<file path="config.mk">
export PLATFORM = sky130hd
export DESIGN_NAME = drop_oldest_fifo_with_stats
export DESIGN_NICKNAME = d
export VERILOG_FILES = /design/src/hdl/dofifo_pkg.sv /design/src/hdl/drop_oldest_fifo_with_stats.sv
export VERILOG_INCLUDE_DIRS = /design/src /design/src/hdl
export SDC_FILE = /design/constraint.sdc
export NUM_CORES = 1
export LEC_CHECK = 0
export BUFFER_PORTS_ARGS = -buffer_cell sky130_fd_sc_hd__buf_2
export CORE_MARGIN = 2
export CORE_UTILIZATION = 60
export CTS_CLUSTER_DIAMETER = 200
export DETAILED_ROUTE_END_ITERATION = 10
export HOLD_SLACK_MARGIN = 0.03
export PLACE_DENSITY = 0.89
export SLEW_MARGIN = 20
export SYNTH_ARGS = -nofsm -noshare
export SYNTH_HDL_FRONTEND = slang
export SYNTH_SLANG_ARGS = --single-unit
</file>
<file path="constraint.sdc">
create_clock -name i_clk -period 7.8 [get_ports i_clk]
set_input_delay 1.56 -clock i_clk [delete_from_list [all_inputs] [get_ports i_clk]]
set_output_delay 1.56 -clock i_clk [all_outputs]
set_load 0.02 [all_outputs]
</file>
<file path="src/hdl/assert_macros.svh">
// Assertion macros shared by the RTL of the drop-oldest FIFO.
// No dependencies; each macro expects i_clk and i_rst_n in scope.
`ifndef ASSERT_MACROS_SVH
`define ASSERT_MACROS_SVH

// Check a property at every rising clock edge outside reset.
`define ASSERT_CLK(label, prop, msg) \
    label: assert property (@(posedge i_clk) disable iff (!i_rst_n) (prop)) \
        else $error(msg);

// Check that a condition implies another one in the next cycle.
`define ASSERT_NEXT(label, cond, prop, msg) \
    label: assert property (@(posedge i_clk) disable iff (!i_rst_n) \
        (cond) |=> (prop)) else $error(msg);

`endif

</file>
<file path="src/hdl/dofifo_pkg.sv">
// Package for the drop-oldest FIFO: opcodes, field widths and reset values.
// No dependencies.
package dofifo_pkg;

    // Fixed field widths.
    localparam int HANDLE_W  = 32;
    localparam int OP_W      = 2;
    localparam int CNT_W     = 4;
    localparam int TOTAL_W   = 32;
    localparam int LIMIT_W   = 4;
    // Width for comparing the count against the limit, for depths up to 510.
    localparam int CALC_W    = 9;
    localparam int M_TDATA_W = 104;
    localparam int M_TUSER_W = 2;

    localparam logic [LIMIT_W-1:0] LIMIT_RESET = 4'd6;

    typedef enum logic [OP_W-1:0] {
        OP_ENQUEUE = 2'd0,
        OP_DEQUEUE = 2'd1,
        OP_PEEK    = 2'd2,
        OP_FLUSH   = 2'd3
    } t_opcode;

endpackage

</file>
<file path="src/hdl/drop_oldest_fifo_with_stats.sv">
// Top level of the drop-oldest FIFO of frame handles with statistics.
// Depends on dofifo_pkg and assert_macros.svh.
//
// Channel  | Direction | Contents (lowest bits first)
// ---------+-----------+-------------------------------------------------------
// s        | in        | tuser: opcode; tdata: handle_in
// m        | out       | tuser: handle_valid, dropped_now;
//          |           | tdata: handle_out, occupancy, enqueue_total, drop_total
// cfg      | in        | wdata: depth_limit, taken when i_cfg_we is high
//
// One item per cycle while the m side takes results: an item is held in the
// input register, is processed in one pass, and its result appears in the
// output register. The oldest handle is prefetched from the slot memory into
// a register, so an item never waits for a memory read. Reset is synchronous;
// the slot memory is not cleared. A stall on the m side holds the result and,
// once the input register is full, deasserts o_s_tready.
`include "assert_macros.svh"

module drop_oldest_fifo_with_stats #(
    parameter int DEPTH = 8
) (
    input  logic                                i_clk,
    input  logic                                i_rst_n,
    // Configuration write.
    input  logic                                i_cfg_we,
    input  logic [dofifo_pkg::LIMIT_W-1:0]      i_cfg_wdata,   // depth_limit
    // Input stream.
    input  logic                                i_s_tvalid,
    output logic                                o_s_tready,
    input  logic [dofifo_pkg::HANDLE_W-1:0]     i_s_tdata,     // handle_in
    input  logic [dofifo_pkg::OP_W-1:0]         i_s_tuser,     // opcode
    // Result stream.
    output logic                                o_m_tvalid,
    input  logic                                i_m_tready,
    // handle_out[31:0], occupancy[35:32], enqueue_total[67:36],
    // drop_total[99:68], zero[103:100]
    output logic [dofifo_pkg::M_TDATA_W-1:0]    o_m_tdata,
    // handle_valid[0], dropped_now[1]
    output logic [dofifo_pkg::M_TUSER_W-1:0]    o_m_tuser
);

    localparam int PTR_W = (DEPTH > 1) ? $clog2(DEPTH) : 1;
    // Occupancy can reach DEPTH, so its register is sized from the depth.
    localparam int CNT_IW = $clog2(DEPTH + 1);
    localparam logic [PTR_W-1:0] PTR_LAST = PTR_W'(DEPTH - 1);
    localparam logic [dofifo_pkg::CALC_W-1:0] DEPTH_C = dofifo_pkg::CALC_W'(DEPTH);
    localparam logic [dofifo_pkg::TOTAL_W-1:0] TOTAL_MAX = '1;

    // Configuration register.
    logic [dofifo_pkg::LIMIT_W-1:0]  r_limit;

    // Input register.
    logic                            r_in_vld;
    dofifo_pkg::t_opcode             r_in_op;
    logic [dofifo_pkg::HANDLE_W-1:0] r_in_handle;

    // Queue state.
    logic [dofifo_pkg::HANDLE_W-1:0] r_mem [DEPTH];
    logic [dofifo_pkg::HANDLE_W-1:0] r_head_data;
    logic [PTR_W-1:0]                r_head;
    logic [PTR_W-1:0]                r_tail;
    logic [CNT_IW-1:0]               r_cnt;
    logic [dofifo_pkg::TOTAL_W-1:0]  r_enq_tot;
    logic [dofifo_pkg::TOTAL_W-1:0]  r_drop_tot;

    // Result register.
    logic                            r_out_vld;
    logic [dofifo_pkg::M_TDATA_W-1:0] r_out_data;
    logic [dofifo_pkg::M_TUSER_W-1:0] r_out_user;

    // Next values.
    logic [PTR_W-1:0]                n_head;
    logic [PTR_W-1:0]                n_tail;
    logic [CNT_IW-1:0]               n_cnt;
    logic [dofifo_pkg::TOTAL_W-1:0]  n_enq_tot;
    logic [dofifo_pkg::TOTAL_W-1:0]  n_drop_tot;
    logic [dofifo_pkg::HANDLE_W-1:0] n_handle_out;
    logic                            n_handle_vld;
    logic                            n_dropped;

    logic                            w_go;
    logic                            w_wr;
    logic [dofifo_pkg::CALC_W-1:0]   w_limit;
    logic                            w_over;

    function automatic logic [PTR_W-1:0] next_ptr(input logic [PTR_W-1:0] p);
        next_ptr = (p == PTR_LAST) ? '0 : p + PTR_W'(1);
    endfunction

    // Handshake: the held item moves on when the result register frees up.
    assign w_go       = r_in_vld && (!r_out_vld || i_m_tready);
    assign o_s_tready = !r_in_vld || w_go;
    assign o_m_tvalid = r_out_vld;
    assign o_m_tdata  = r_out_data;
    assign o_m_tuser  = r_out_user;

    assign w_wr = w_go && (r_in_op == dofifo_pkg::OP_ENQUEUE);

    // A limit above the storage acts as the storage size.
    assign w_limit = (dofifo_pkg::CALC_W'(r_limit) > DEPTH_C) ? DEPTH_C
                                                              : dofifo_pkg::CALC_W'(r_limit);
    assign w_over  = (dofifo_pkg::CALC_W'(r_cnt) + dofifo_pkg::CALC_W'(1)) > w_limit;

    // Single pass over one operation.
    always_comb begin
        n_head       = r_head;
        n_tail       = r_tail;
        n_cnt        = r_cnt;
        n_enq_tot    = r_enq_tot;
        n_drop_tot   = r_drop_tot;
        n_handle_out = '0;
        n_handle_vld = 1'b0;
        n_dropped    = 1'b0;
        if (w_go) begin
            case (r_in_op)
                dofifo_pkg::OP_ENQUEUE: begin
                    n_tail    = next_ptr(r_tail);
                    n_enq_tot = (r_enq_tot == TOTAL_MAX) ? r_enq_tot
                                                         : r_enq_tot + 1'b1;
                    if (w_over) begin
                        n_head     = next_ptr(r_head);
                        n_drop_tot = (r_drop_tot == TOTAL_MAX) ? r_drop_tot
                                                               : r_drop_tot + 1'b1;
                        n_dropped  = 1'b1;
                    end else begin
                        n_cnt = r_cnt + 1'b1;
                    end
                end
                dofifo_pkg::OP_DEQUEUE,
                dofifo_pkg::OP_PEEK: begin
                    if (r_cnt != '0) begin
                        n_handle_out = r_head_data;
                        n_handle_vld = 1'b1;
                        if (r_in_op == dofifo_pkg::OP_DEQUEUE) begin
                            n_head = next_ptr(r_head);
                            n_cnt  = r_cnt - 1'b1;
                        end
                    end
                end
                dofifo_pkg::OP_FLUSH: begin
                    n_head = r_tail;
                    n_cnt  = '0;
                end
                default: begin
                    n_cnt = r_cnt;
                end
            endcase
        end
    end

    // Control registers.
    always_ff @(posedge i_clk) begin
        if (!i_rst_n) begin
            r_limit    <= dofifo_pkg::LIMIT_RESET;
            r_in_vld   <= 1'b0;
            r_out_vld  <= 1'b0;
            r_head     <= '0;
            r_tail     <= '0;
            r_cnt      <= '0;
            r_enq_tot  <= '0;
            r_drop_tot <= '0;
        end else begin
            if (i_cfg_we) begin
                r_limit <= i_cfg_wdata;
            end
            if (o_s_tready) begin
                r_in_vld <= i_s_tvalid;
            end
            if (w_go) begin
                r_out_vld <= 1'b1;
            end else if (i_m_tready) begin
                r_out_vld <= 1'b0;
            end
            r_head     <= n_head;
            r_tail     <= n_tail;
            r_cnt      <= n_cnt;
            r_enq_tot  <= n_enq_tot;
            r_drop_tot <= n_drop_tot;
        end
    end

    // Input and result payload.
    always_ff @(posedge i_clk) begin
        if (o_s_tready && i_s_tvalid) begin
            r_in_op     <= dofifo_pkg::t_opcode'(i_s_tuser);
            r_in_handle <= i_s_tdata;
        end
        if (w_go) begin
            r_out_data <= {4'd0, n_drop_tot, n_enq_tot, dofifo_pkg::CNT_W'(n_cnt),
                           n_handle_out};
            r_out_user <= {n_dropped, n_handle_vld};
        end
    end

    // Slot memory with the oldest entry prefetched for the next item.
    always_ff @(posedge i_clk) begin
        if (w_wr) begin
            r_mem[r_tail] <= r_in_handle;
        end
        if (w_wr && (r_tail == n_head)) begin
            r_head_data <= r_in_handle;
        end else begin
            r_head_data <= r_mem[n_head];
        end
    end

    // Checks on the queue state.
    `ASSERT_CLK(a_cnt_bound, (dofifo_pkg::CALC_W'(r_cnt) <= DEPTH_C),
        "occupancy exceeds storage")
    `ASSERT_CLK(a_drop_le_enq, (r_drop_tot <= r_enq_tot),
        "drop total exceeds enqueue total")
    `ASSERT_CLK(a_valid_or_drop, (!(o_m_tvalid && o_m_tuser[0] && o_m_tuser[1])),
        "result both returns a handle and reports a drop")
    `ASSERT_NEXT(a_flush_empty, (w_go && (r_in_op == dofifo_pkg::OP_FLUSH)),
        ((r_cnt == '0) && (r_head == r_tail)), "flush left entries behind")

endmodule
</file>
### Yosys cells after proc, flatten, opt, wreduce, memory -nomap -nowiden

Memories as Yosys holds them, arrays and structs flattened. A register that Yosys moved wholly into a read port is not among the register bits.
Index checks and enable logic that the tools add are counted.
Widths: inputs -> output; s select.

| word-level totals | value |
|---|---|
| output and inout port bits | 108 |
| bits in writable memories | 256 |
| memories | 1 |
| word-level logic and storage cells | 70 |
| input port bits | 43 |
| register bits after elaboration | 216 |

Memories:

| memory | depth | width | rd ports | clocked after memory_dff | write ports | line | RTL |
|---|---|---|---|---|---|---|---|
| r_mem | 8 | 32 | 1 | 1 | 1 | drop_oldest_fifo_with_stats.sv:58 | `logic [dofifo_pkg::HANDLE_W-1:0] r_mem [DEPTH];` |

| cells by class | value |
|---|---|
| $lt $le $gt $ge | 2 |
| reductions and logical operators | 13 |
| equality and inequality tests | 7 |
| muxes and demuxes | 26 |
| add/subtract/negate cells | 7 |

Operators with widths:

| cell | number |
|---|---|
| $mux 32 | 7 |
| $add 32x1->32 const B | 2 |
| $eq 32x32->1 const B | 2 |
| $mux 4 | 5 |
| $mux 3 | 6 |
| $pmux 4 s3 | 1 |
| $pmux 3 s3 | 1 |
| $add 3x1->3 const B | 2 |
| $eq 3x3->1 const B | 2 |
| $mux 1 | 6 |
| $add 4x1->5 const B | 1 |
| $gt 5x4->1 | 1 |
| $add 4x1->4 const B | 1 |
| $eq 2x2->1 const B | 2 |
| $gt 4x4->1 const B | 1 |
| $reduce_and 2->1 | 2 |
| $reduce_bool 4->1 | 1 |
| $sub 4x1->4 const B | 1 |
| $logic_and 1x1->1 | 3 |
| $eq 2x1->1 const B | 1 |
| $logic_not 1->1 | 2 |
| $logic_not 2->1 | 1 |
| $logic_or 1x1->1 | 2 |
| $reduce_bool 2->1 | 1 |
| $reduce_or 2->1 | 1 |

### Logic depth before layout (Yosys ltp)

Gate-level depths: netlist of the first run.

| depth | value |
|---|---|
| depth after elaboration | 6 |
| depth in mapped cells | 10 |
| mapped depth without buffers | 8 |

### Least setup slack after synthesis of the first run

Ideal clock, no wire load.

| timing path | value |
|---|---|
| path type | input -> register |
| start | in i_m_tready |
| end | mem r_mem[2][0] in the netlist's numbering (enable) |
| stages on the path | 4 |
| required time | 7.287 ns |
| buffers on the path | 1 |
| setup time | 0.513 ns |
| slack | 1.863 ns |
| arrival | 5.424 ns |
| path through | nand2b_1 > nand3_1 > clkbuf_1 > nor4b_1 |

| between the ends | value |
|---|---|
| cells in the longest elaborated chain, start to end | 5 |

Ends and longest elaborated chain:

| element | line | RTL |
|---|---|---|
| from (decl) | drop_oldest_fifo_with_stats.sv:34 | `input logic i_m_tready,` |
| $logic_or 1x1->1 | drop_oldest_fifo_with_stats.sv:91 | `assign w_go = r_in_vld && (!r_out_vld \|\| i_m_tready);` |
| $logic_and 1x1->1 | drop_oldest_fifo_with_stats.sv:91 |  |
| $logic_and 1x1->1 | drop_oldest_fifo_with_stats.sv:97 | `assign w_wr = w_go && (r_in_op == dofifo_pkg::OP_ENQUEUE);` |
| $mux 1 | drop_oldest_fifo_with_stats.sv:197 | `if (w_wr) begin` |
| $mux 1 (implied by the code) | drop_oldest_fifo_with_stats.sv:198 | `r_mem[r_tail] <= r_in_handle;` |
| to (decl) | drop_oldest_fifo_with_stats.sv:58 |  |

No other way between the ends.

### Final worst setup path of the first run

| timing path | value |
|---|---|
| start | in i_m_tready |
| end | out o_s_tready |

| between the ends | value |
|---|---|
| cells in the longest elaborated chain, start to end | 3 |

Ends and longest elaborated chain:

| element | line | RTL |
|---|---|---|
| $logic_or 1x1->1 | drop_oldest_fifo_with_stats.sv:91 |  |
| $logic_and 1x1->1 | drop_oldest_fifo_with_stats.sv:91 |  |
| $logic_or 1x1->1 | drop_oldest_fifo_with_stats.sv:92 | `assign o_s_tready = !r_in_vld \|\| w_go;` |
| to (decl) | drop_oldest_fifo_with_stats.sv:29 | `output logic o_s_tready,` |

No other way between the ends.

==> run_results.csv, run 1 <==
group,metric,value,unit
run_status,result_of_the_run,"finished, final reports clean",
route,detailroute.via_count,11066,
power,power.net_switching,0.00111,W
setup_path,crit_chain,"buf_2 > nor2b_1 > nand2_1 > buf_2",
timing,setup_violations,0,
setup_path,critPathMaxFanout,2,
clocking,cts_buffer_depth,3,
setup_path,cp_slowest_cell,"sky130_fd_sc_hd__buf_2",
worst_hold_path,worst_hold_launch,"r_head[2]",
route,avgViaCountPerCell,6.14,
worst_hold_path,timing.hold.worst.class,"flop to flop",
synthesis,post_synth_instance_area,0.0192,mm2
route,detail_route.drc_violations,0,
synthesis,synth-seq-cells,475,
setup_path,crit_path_start_kind,"input port",
setup_path,cell_repeated_most_along_the_worst_path,"sky130_fd_sc_hd__buf_2",
clocking,cts_resized,0,
route,drtAntennaViolNets,0,
timing,hold_viol,0,
cells_and_area,syn2layout_area_growth,14.4,%
setup_path,worstSetupPathType,"input port to output pin",
power,ir_drop_worst_case_vdd,0.206,mV
timing,max_freq,0.273,GHz
synthesis,synth.cells.most_frequent,"392 x sky130_fd_sc_hd__edfxtp_1, 108 x sky130_fd_sc_hd__nand2_1, 84 x sky130_fd_sc_hd__mux2i_1",
floorplanning,core.rowCount,65,
setup_path,cp-startpoint,"i_m_tready",
floorplanning,die_width,183,um
power,power.internal,0.00420,W
power,power_frac_clock,43.3,%
synthesis,syn_avg_cell_area,15.9,um2
route,first_pass_iters,5,
timing,rsz0062_at_grt,"no",
floorplanning,die_height,183,um
floorplanning,design.core.area,0.0315,mm2
synthesis,synth.yosys.warnings,0,
placed_design,final_hpwl_from_detailed_placement,22.5,mm
floorplanning,area_enclosed_by_the_die_boundary,0.0334,mm2
clocking,cts_post_setup_buffers_inserted,0,
synthesis,ys_types,60,
route,detail_route.iter0.violations,1099,
placed_design,postPlaceCellArea,0.0203,mm2
setup_path,cpPeakStageDelay,180,ps
placed_design,routabilityCongestion,0.848,
synthesis,post_synthesis_cell_type_with_the_largest_combined_area,"sky130_fd_sc_hd__edfxtp_1",
route,drt_wl_cell,22.3,um
setup_path,critPathTopFamily,"buffers and inverters",
timing,tns,0,ps
power,share_seq_of_total_power,53.2,%
cells_and_area,insertedDiodeCount,0,
timing,largest_clock_skew_in_the_final_design,27.7,ps
power,netSwitchingFraction,20.9,%
synthesis,asyncSetResetFlopFracSynth,0,%
synthesis,synth.top_cells.by_area,"sky130_fd_sc_hd__edfxtp_1 61%, sky130_fd_sc_hd__dfxtp_1 8.7%, sky130_fd_sc_hd__mux4_2 7.5%",
global_route,grt_max_degree,67,
clocking,cts_buffers,46,
synthesis,number_of_enable_type_register_cells_in_the_synthesized_netlist,392,
placed_design,post-place-ws,3440,ps
floorplanning,ioPinCount,151,
synthesis,synth.most_common_cell,"sky130_fd_sc_hd__edfxtp_1",
timing,timing.final.ws_setup,4140,ps
power,p_comb_share,3.5,%
cells_and_area,final_design_area_excluding_fillers,0.0219,mm2
route,finalWirelength,40.1,mm
power,cell_area_power_density,242,mW/mm2
timing,report.final.slew_viol_count,0,
global_route,initial_antenna_violation_count,0,
global_route,vias_in_the_first_global_route,10773,
setup_path,cp_num_buf_inv,2,
synthesis,synth.yosys.seq_area_share,70.1,%
global_route,grtUsageTotal,24.0,%
clocking,worst_setup_hold_path_clk_slew,60,ps
timing,layout_worst_path_cycle_share,46.9,%
clocking,tritoncts,"done",
cells_and_area,finish.net_count,1420,
cells_and_area,fillerInstances,1964,
cells_and_area,drive_gt1_share,23.4,%
synthesis,post_synth_inst_count,1209,
clocking,cts.root.buffer_cell,"sky130_fd_sc_hd__clkbuf_16",
job,cap_violations,0,
floorplanning,initial_utilization,60.9,%
timing,fin_crit,3660,ps
clocking,insertion_delay,570,ps
setup_path,worstPathRequired,6240,ps
placed_design,buffer_ports.inserted,146,
global_route,wire_length_of_the_first_global_routing_pass,60.8,mm
synthesis,synth_ff_type,"sky130_fd_sc_hd__edfxtp_1",
setup_path,endpoint_type_of_the_worst_setup_path,"output pin",
timing,relSlewSlack,24.4,%
synthesis,yosys.area.top_type_share,61.4,%
setup_path,worst_r2r_startpoint,"r_cnt[0]",
clocking,htreeDepth,2,
global_route,grt.overflow.total,0,
clocking,tritoncts_num_sinks,475,
setup_path,cp_data_arrival_time,2100,ps
power,leakage_dissipation,7.68,nW
clocking,post_cts_hold_fix_bufs,0,
timing,tightestPinTransition,1110,ps
[state kept, by name, indices dropped and copies added, names as in the netlist, 3 cells and up, named ones only]
name         count
r_enq_tot       32
r_in_handle     32
r_drop_tot      32
r_mem          256
o_m_tdata      100
r_head           3
r_limit          4
r_cnt            4
r_tail           3
[power groups by stage]
stage               Sequential [W]  Clock [W]  Combinational, W
floorplan                  0.00290          0         0.0000920
global placement           0.00287          0          0.000180
detailed placement         0.00288          0          0.000186
CTS                        0.00282    0.00233          0.000188
global route               0.00283    0.00242          0.000200
finish                     0.00282    0.00229          0.000186
[layout make-up]
class                           instances  area (um2)  share of cell area, %
Timing Repair Buffer                  161         863                   3.94
Sequential cell                       475       13400                   61.3
Multi-Input combinational cell        662        5490                   25.0
Inverter                               16        62.6                  0.285
Clock buffer                           54        1240                   5.66
Tap cell                              402         503                   2.29
Clock inverter                         32         337                   1.53
[per-layer routing]
layer,track usage (%),up-vias,wire length [um]
li1,-,4952,-
met5,0,-,0
met4,7.97,0,907
met2,40.6,541,20400
met3,3.81,72,2900
met1,32.2,5501,15900
[stage by stage]
step	hold WS [ps]	cells	total power, W	utilization (%)
after floorplan	442	1212	0.00299	-
after global placement	470	1715	0.00305	64.6
after detailed placement	473	1715	0.00306	64.6
after CTS	492	1801	0.00534	69.6
after global routing	531	1802	0.00544	69.7
final	496	1802	0.00530	69.7
[logic make-up (layout without fill, tap and decap cells)]
logic type	Yosys count	in the layout	share of synthesized area [%]
flops	475	475	70.1
other cells	1	4	0.0196
xor+xnor	52	52	2.38
fa+ha+maj	15	15	0.979
simple gates	367	367	10.4
compound gates	75	75	2.55
buf+inv	75	263	1.61
mux	149	149	12.0
[cell usage in the layout, fill, tap and decap left out, types with 18 or more instances in the layout]
cell,netlist,final
sky130_fd_sc_hd__xor2_1,38,38
sky130_fd_sc_hd__dfxtp_1,83,80
sky130_fd_sc_hd__nor2_1,49,48
sky130_fd_sc_hd__edfxtp_1,392,392
sky130_fd_sc_hd__o21ai_0,19,19
sky130_fd_sc_hd__clkbuf_16,0,47
sky130_fd_sc_hd__buf_2,6,146
sky130_fd_sc_hd__nand4_1,27,27
sky130_fd_sc_hd__mux4_2,64,64
sky130_fd_sc_hd__mux2i_1,84,84
sky130_fd_sc_hd__nand2_1,108,108
sky130_fd_sc_hd__nor3_1,22,19
sky130_fd_sc_hd__nand2b_1,49,49
sky130_fd_sc_hd__nand3_1,24,24
sky130_fd_sc_hd__a21oi_1,18,18
[worst paths after layout]
check / to / cells past startpoint / slack [ps]
min: flop / 2 / 500
max: o_s_tready / 4 / 4140
min reg2reg: flop / 2 / 500
max reg2reg: o_m_tdata[35] / 8 / 4520
[worst register-to-register path: cells and delay by family (launching register included)]
kind / cells / cell delay (ps)
simple gates: 3 / 1370
buf+inv: 2 / 580
compound gates: 2 / 460
flops: 1 / 370
fa+ha+maj: 1 / 240
(Power assumes the default switching activity.)
==> run 2: changes to the inputs <==
- clock period: 7.8 -> 3.6 ns (I/O delays scaled with it)
==> run 2 against run 1 <==
Against the previous run:
- first-iteration DRC count grew 3.6%
- die area is the same
- non-clock buffer count grew 12
- sequential cell count is the same
- critical path depth grew 5
- worst setup slack lost 3700 ps
- routed wire length grew 1.5%
- clock power grew 100%
- power grew 110%
- global-route usage grew 0.71 points
- largest cell class unchanged
==> run_results.csv, run 2 (synthesis gave the netlist of run 1 again) <==
group,metric,value,unit
cells_and_area,syn2layout_area_growth,14.2,%
setup_path,worstSetupPathType,"flop to flop",
clocking,worst_setup_hold_path_clk_slew,60,ps
timing,report.final.slew_viol_count,0,
clocking,cts_post_setup_buffers_inserted,0,
timing,timing.final.ws_setup,421,ps
cells_and_area,multi_input_comb_area,0.00550,mm2
setup_path,worst_r2r_path_depth,9,
cells_and_area,finish.cell_count_without_fillers,1814,
clocking,cts_buffer_depth,3,
setup_path,critPathTopFamily,"simple AND/OR/NAND/NOR gates",
worst_hold_path,holdPathStages,1,
timing,tns,0,ps
cells_and_area,seq_area,0.0134,mm2
floorplanning,area_enclosed_by_the_die_boundary,0.0334,mm2
global_route,vias_in_the_first_global_route,11260,
setup_path,cp_num_buf_inv,2,
route,avgViaCountPerCell,6.13,
route,detailroute.via_count,11112,
floorplanning,ioPinCount,151,
cells_and_area,drive_gt1_share,23.7,%
floorplanning,design.core.area,0.0315,mm2
clocking,insertion_delay,560,ps
power,netSwitchingFraction,21.7,%
clocking,tritoncts,"done",
power,power_frac_clock,41.4,%
setup_path,reg_to_reg_end,"o_m_tdata[88]",
floorplanning,die_width,183,um
global_route,grt.overflow.total,0,
worst_hold_path,timing.hold.worst.class,"input port to flop",
timing,tightestPinTransition,915,ps
clocking,cts_buffers,46,
clocking,cts.root.buffer_cell,"sky130_fd_sc_hd__clkbuf_16",
cells_and_area,finish.net_count,1432,
global_route,grt_max_degree,65,
floorplanning,initial_utilization,60.9,%
worst_hold_path,worst_hold_launch,"i_s_tdata[7]",
power,ir_drop_worst_case_vdd,0.514,mV
setup_path,worstPathRequired,3870,ps
clocking,tritoncts_num_sinks,475,
route,finalWirelength,40.7,mm
route,drtAntennaViolNets,0,
setup_path,cell_repeated_most_along_the_worst_path,"sky130_fd_sc_hd__ha_1",
cells_and_area,largest_register_ffs,256,
timing,largest_clock_skew_in_the_final_design,16.3,ps
timing,max_freq,0.315,GHz
clocking,post_cts_hold_fix_bufs,0,
route,detail_route.drc_violations,0,
route,routed-wl-met2,20.9,mm
job,cap_violations,0,
global_route,wire_length_of_the_first_global_routing_pass,62.8,mm
setup_path,endpoint_type_of_the_worst_setup_path,"flop",
timing,fin_crit,3180,ps
power,cell_area_power_density,509,mW/mm2
route,dr.max_layer_used,"met4",
setup_path,worst_r2r_startpoint,"r_cnt[0]",
timing,rsz0062_at_grt,"no",
setup_path,crit_chain,"inv_1 > ha_1 > ha_1 > nand3_1 > or3_4 > a211o_1 > buf_4 > nor4_1 > xor2_1",
power,power.internal,0.00872,W
setup_path,cp_data_arrival_time,3450,ps
placed_design,placed_cells,1728,
route,wl_met3,3.13,mm
cells_and_area,layout.cells.most_common,"sky130_fd_sc_hd__edfxtp_1",
placed_design,post-place-ws,441,ps
global_route,initial_antenna_violation_count,1,
route,first_pass_iters,5,
placed_design,routabilityCongestion,0.863,
global_route,grtUsageTotal,24.7,%
timing,hold_viol,0,
route,drt_wl_cell,22.4,um
floorplanning,die_height,183,um
timing,relSlewSlack,39.0,%
cells_and_area,layout.cells.most_common_list,"392 x sky130_fd_sc_hd__edfxtp_1, 146 x sky130_fd_sc_hd__buf_2, 108 x sky130_fd_sc_hd__nand2_1, 84 x sky130_fd_sc_hd__mux2i_1, 80 x sky130_fd_sc_hd__dfxtp_1",
cells_and_area,largest-register,"r_mem",
setup_path,cpPeakStageDelay,540,ps
timing,setup_violations,0,
setup_path,reg2reg_slack,420,ps
power,power.net_switching,0.00241,W
placed_design,final_hpwl_from_detailed_placement,23.3,mm
power,share_seq_of_total_power,55.1,%
clocking,htreeDepth,2,
timing,layout_worst_path_cycle_share,88.3,%
setup_path,crit_path_start_kind,"flop",
placed_design,buffer_ports.inserted,146,
setup_path,crit_cells,9,
power,p_comb_share,3.6,%
power,leakage_dissipation,7.66,nW
cells_and_area,fillerInstances,1945,
route,detail_route.iter0.violations,1139,
worst_hold_path,holdPathEnd,"r_in_handle[7]",
setup_path,cp_slowest_cell,"sky130_fd_sc_hd__nor4_1",
clocking,cts_resized,0,
setup_path,critPathMaxFanout,40,
floorplanning,core.rowCount,65,
run_status,result_of_the_run,"finished, final reports clean",
route,m1WireLength,15.6,mm
-- run 2: changes by cell type in the layout (fill, tap and decap cells not counted), sizes merged --
cell,before,now
buf,161,173
clkbuf,54,62
bufinv,6,1
clkinv,22,17
clkinvlp,1,2
diode,0,1
-- run 2: routing by layer --
| metal | GRT usage [%] | vias to the layer above |
|---|---|---|
| li1 | - | 4986 |
| met2 | 42.8 | 565 |
| met3 | 4.37 | 85 |
| met4 | 8.39 | 0 |
| met5 | 0 | - |
| met1 | 31.8 | 5476 |
-- run 2: worst max-delay path by stage --
stage	to	from	slack, ps
2_1_floorplan	r_mem[3][0]	i_m_tready	-670
3_3_place_gp	o_m_tdata[90]	r_cnt[0]	580
3_5_place_dp	o_m_tdata[88]	r_cnt[0]	440
4_1_cts	o_m_tdata[88]	r_cnt[0]	430
5_1_grt	o_m_tdata[79]	r_cnt[0]	240
6_report	o_m_tdata[88]	r_cnt[0]	420
-- run 2: per-stage QoR --
| step | utilization [%] | area [um2] | power [W] | hold slack, ps |
|---|---|---|---|---|
| after floorplan | - | 19200 | 0.00647 | 442 |
| after global placement | 65.0 | 20500 | 0.00662 | 473 |
| after detailed placement | 65.0 | 20500 | 0.00664 | 490 |
| after CTS | 69.5 | 21900 | 0.0112 | 311 |
| after global routing | 69.5 | 21900 | 0.0114 | 309 |
| final | 69.5 | 21900 | 0.0111 | 332 |
-- run 2: cell type report --
type	instances	share of cell area [%]
Clock buffer	62	5.72
Tap cell	402	2.30
Sequential cell	475	61.4
Clock inverter	23	0.835
Timing Repair Buffer	173	4.32
Antenna cell	1	0.0114
Inverter	16	0.286
Multi-Input combinational cell	662	25.1
-- run 2: worst register-to-register path, cell delays in order (launching register included) --
cell	delay, ps
sky130_fd_sc_hd__dfxtp_1	440
sky130_fd_sc_hd__inv_1	130
sky130_fd_sc_hd__ha_1	340
sky130_fd_sc_hd__ha_1	310
sky130_fd_sc_hd__nand3_1	70
sky130_fd_sc_hd__or3_4	360
sky130_fd_sc_hd__a211o_1	300
sky130_fd_sc_hd__buf_4	270
sky130_fd_sc_hd__nor4_1	550
sky130_fd_sc_hd__xor2_1	140
-- run 2: power groups by stage --
stage / combinational, W / sequential (W) / clock (W)
2_1_floorplan: 0.000200 / 0.00627 / 0
3_3_place_gp: 0.000383 / 0.00623 / 0
3_5_place_dp: 0.000395 / 0.00625 / 0
4_1_cts: 0.000400 / 0.00613 / 0.00467
5_1_grt: 0.000426 / 0.00614 / 0.00487
6_report: 0.000398 / 0.00613 / 0.00460
==> run 3: changes to the inputs <==
- CELL_PAD_IN_SITES_DETAIL_PLACEMENT: unset -> 1
- CELL_PAD_IN_SITES_GLOBAL_PLACEMENT: unset -> 1
- CORE_UTILIZATION: 60 -> 51
==> run 3 against run 2 <==
Against the previous run:
- clock skew increased by 6.9 ps
- sequential share of layout area shrank 0.79 points
- first-iteration DRC count is 40% lower
- global-route usage is 1.7 points lower
- clock power is 7.6% higher
- sequential power about the same
- worst hold slack got worse by 46 ps
- final cell count rose by 4.0%
- power up 3.2%
- via count is 0.52% lower
- combinational power is 1% higher
==> run_results.csv, run 3 (synthesis gave the netlist of run 1 again) <==
group,metric,value,unit
clocking,tritoncts_num_sinks,475,
placed_design,placed_cells,1799,
clocking,cts_buffer_depth,3,
power,ir_drop_worst_case_vdd,0.463,mV
global_route,grt.overflow.total,0,
floorplanning,design.core.area,0.0373,mm2
route,drt_wl_cell,23.4,um
clocking,post_cts_hold_fix_bufs,0,
setup_path,cp-startpoint,"r_cnt[0]",
clocking,tritoncts,"done",
timing,relSlewSlack,34.3,%
cells_and_area,syn2layout_area_growth,15.7,%
cells_and_area,postLayoutCoreUtil,59.4,%
global_route,vias_in_the_first_global_route,11649,
timing,largest_clock_skew_in_the_final_design,23.2,ps
timing,rsz0062_at_grt,"no",
route,first_pass_iters,7,
cells_and_area,largest_register_ffs,256,
clocking,cts.root.buffer_cell,"sky130_fd_sc_hd__clkbuf_16",
floorplanning,ioPinCount,151,
placed_design,buffer_ports.inserted,146,
clocking,cts_buffers,48,
floorplanning,die_height,198,um
route,drtAntennaViolNets,0,
clocking,cts_post_setup_buffers_inserted,0,
worst_hold_path,timing.hold.worst.class,"input port to flop",
clocking,insertion_delay,610,ps
power,cell_area_power_density,518,mW/mm2
placed_design,postPlaceCellArea,0.0206,mm2
setup_path,cp_data_arrival_time,3640,ps
cells_and_area,final_design_area_excluding_fillers,0.0222,mm2
run_status,result_of_the_run,"finished, final reports clean",
timing,fin_crit,3320,ps
global_route,initial_antenna_violation_count,2,
cells_and_area,layout.cells.most_common,"sky130_fd_sc_hd__edfxtp_1",
route,detail_route.iter0.violations,688,
setup_path,worst_r2r_startpoint,"r_cnt[0]",
setup_path,worst_r2r_path_depth,9,
cells_and_area,insertedDiodeCount,0,
setup_path,critPathMaxFanout,32,
timing,tns,0,ps
floorplanning,initial_utilization,51.4,%
timing,setup_violations,0,
cells_and_area,finish.cell_count_without_fillers,1887,
cells_and_area,finish.net_count,1433,
route,finalWirelength,44.1,mm
floorplanning,core.rowCount,71,
setup_path,cp-endpoint,"o_m_tdata[76]",
timing,report.final.slew_viol_count,0,
global_route,grt_max_degree,67,
setup_path,reg2reg_slack,280,ps
cells_and_area,drive_gt1_share,24.1,%
setup_path,reg_to_reg_end,"o_m_tdata[76]",
route,detail_route.drc_violations,0,
timing,tightestPinTransition,986,ps
placed_design,routabilityCongestion,0.841,
power,leakage_dissipation,7.73,nW
power,design_power_total,0.0115,W
route,detailroute.via_count,11054,
floorplanning,die_width,198,um
timing,max_freq,0.301,GHz
route,avgViaCountPerCell,5.86,
job,cap_violations,0,
floorplanning,area_enclosed_by_the_die_boundary,0.0391,mm2
clocking,htreeDepth,2,
setup_path,worstPathRequired,3920,ps
cells_and_area,largest-register,"r_mem",
cells_and_area,fillerInstances,3479,
clocking,worst_setup_hold_path_clk_slew,60,ps
setup_path,worstSetupPathType,"flop to flop",
setup_path,crit_path_start_kind,"flop",
global_route,wire_length_of_the_first_global_routing_pass,67.6,mm
setup_path,endpoint_type_of_the_worst_setup_path,"flop",
global_route,grtUsageTotal,23.0,%
timing,layout_worst_path_cycle_share,92.2,%
placed_design,final_hpwl_from_detailed_placement,27.1,mm
timing,hold_viol,0,
cells_and_area,layout.cells.most_common_list,"392 x sky130_fd_sc_hd__edfxtp_1, 146 x sky130_fd_sc_hd__buf_2, 108 x sky130_fd_sc_hd__nand2_1, 84 x sky130_fd_sc_hd__mux2i_1, 80 x sky130_fd_sc_hd__dfxtp_1",
run 3: changes by cell type in the layout (fill, tap and decap cells not counted), moves of 5 or more:
cell,before,now
sky130_fd_sc_hd__clkbuf_1,12,5
sky130_fd_sc_hd__buf_12,1,6
sky130_fd_sc_hd__buf_4,26,20
sky130_fd_sc_hd__clkinv_1,4,9
run 3: worst min-delay path by stage:
| stage | from | slack [ps] | cells past startpoint | endpoint |
|---|---|---|---|---|
| 2_1_floorplan | r_limit[1] | 440 | 2 | r_limit[1] |
| 3_3_place_gp | r_head[2] | 470 | 2 | flop |
| 3_5_place_dp | r_head[2] | 490 | 2 | flop |
| 4_1_cts | i_s_tdata[1] | 250 | 1 | r_in_handle[1] |
| 5_1_grt | i_s_tdata[4] | 260 | 1 | r_in_handle[4] |
| 6_report | i_s_tdata[1] | 290 | 1 | r_in_handle[1] |
run 3: area by class of cell:
type | instances | area [um2] | share of cell area, %
well taps | 474 | 593 | 2.67
clock buffers | 54 | 1230 | 5.56
flip-flops and latches | 475 | 13400 | 60.6
multi-input cells | 662 | 5510 | 24.8
inverters | 16 | 62.6 | 0.282
repair buffers | 172 | 1000 | 4.51
clock inverters | 34 | 338 | 1.52
run 3: through the flow:
step	hold slack [ps]	worst slack [ps]
2_1_floorplan	442	-667
3_3_place_gp	470	501
3_5_place_dp	494	276
4_1_cts	254	238
5_1_grt	265	108
6_report	286	281
run 3: report_power, final:
group	leakage (nW)	switching, W	internal [W]
clock	0.759	0.00216	0.00279
sequential	4.24	0.0000962	0.00604
combinational	2.72	0.000261	0.000142
total	7.73	0.00251	0.00897
run 3: worst max-delay path, cell delays in order, from the launching register on:
cell and delay, ps:
sky130_fd_sc_hd__dfxtp_1 440, sky130_fd_sc_hd__inv_1 140, sky130_fd_sc_hd__ha_1 350, sky130_fd_sc_hd__ha_1 320, sky130_fd_sc_hd__nand3_1 80, sky130_fd_sc_hd__or3_4 360, sky130_fd_sc_hd__a211o_1 440, sky130_fd_sc_hd__buf_4 310
sky130_fd_sc_hd__nor4b_2 450, sky130_fd_sc_hd__xor2_1 130
run 3: routing by layer:
metal,vias up,GRT usage [%],wire length (um)
li1,4965,-,-
met1,5667,29.6,18200
met2,334,39.5,22400
met3,84,3.93,2290
met4,4,8.33,1100
met5,-,0,21
run 3: repair_timing:
item,4_1_cts,5_1_grt
endpoints found under the hold margin,0,0
gates resized for setup,0,1
endpoints found under the setup margin,0,5
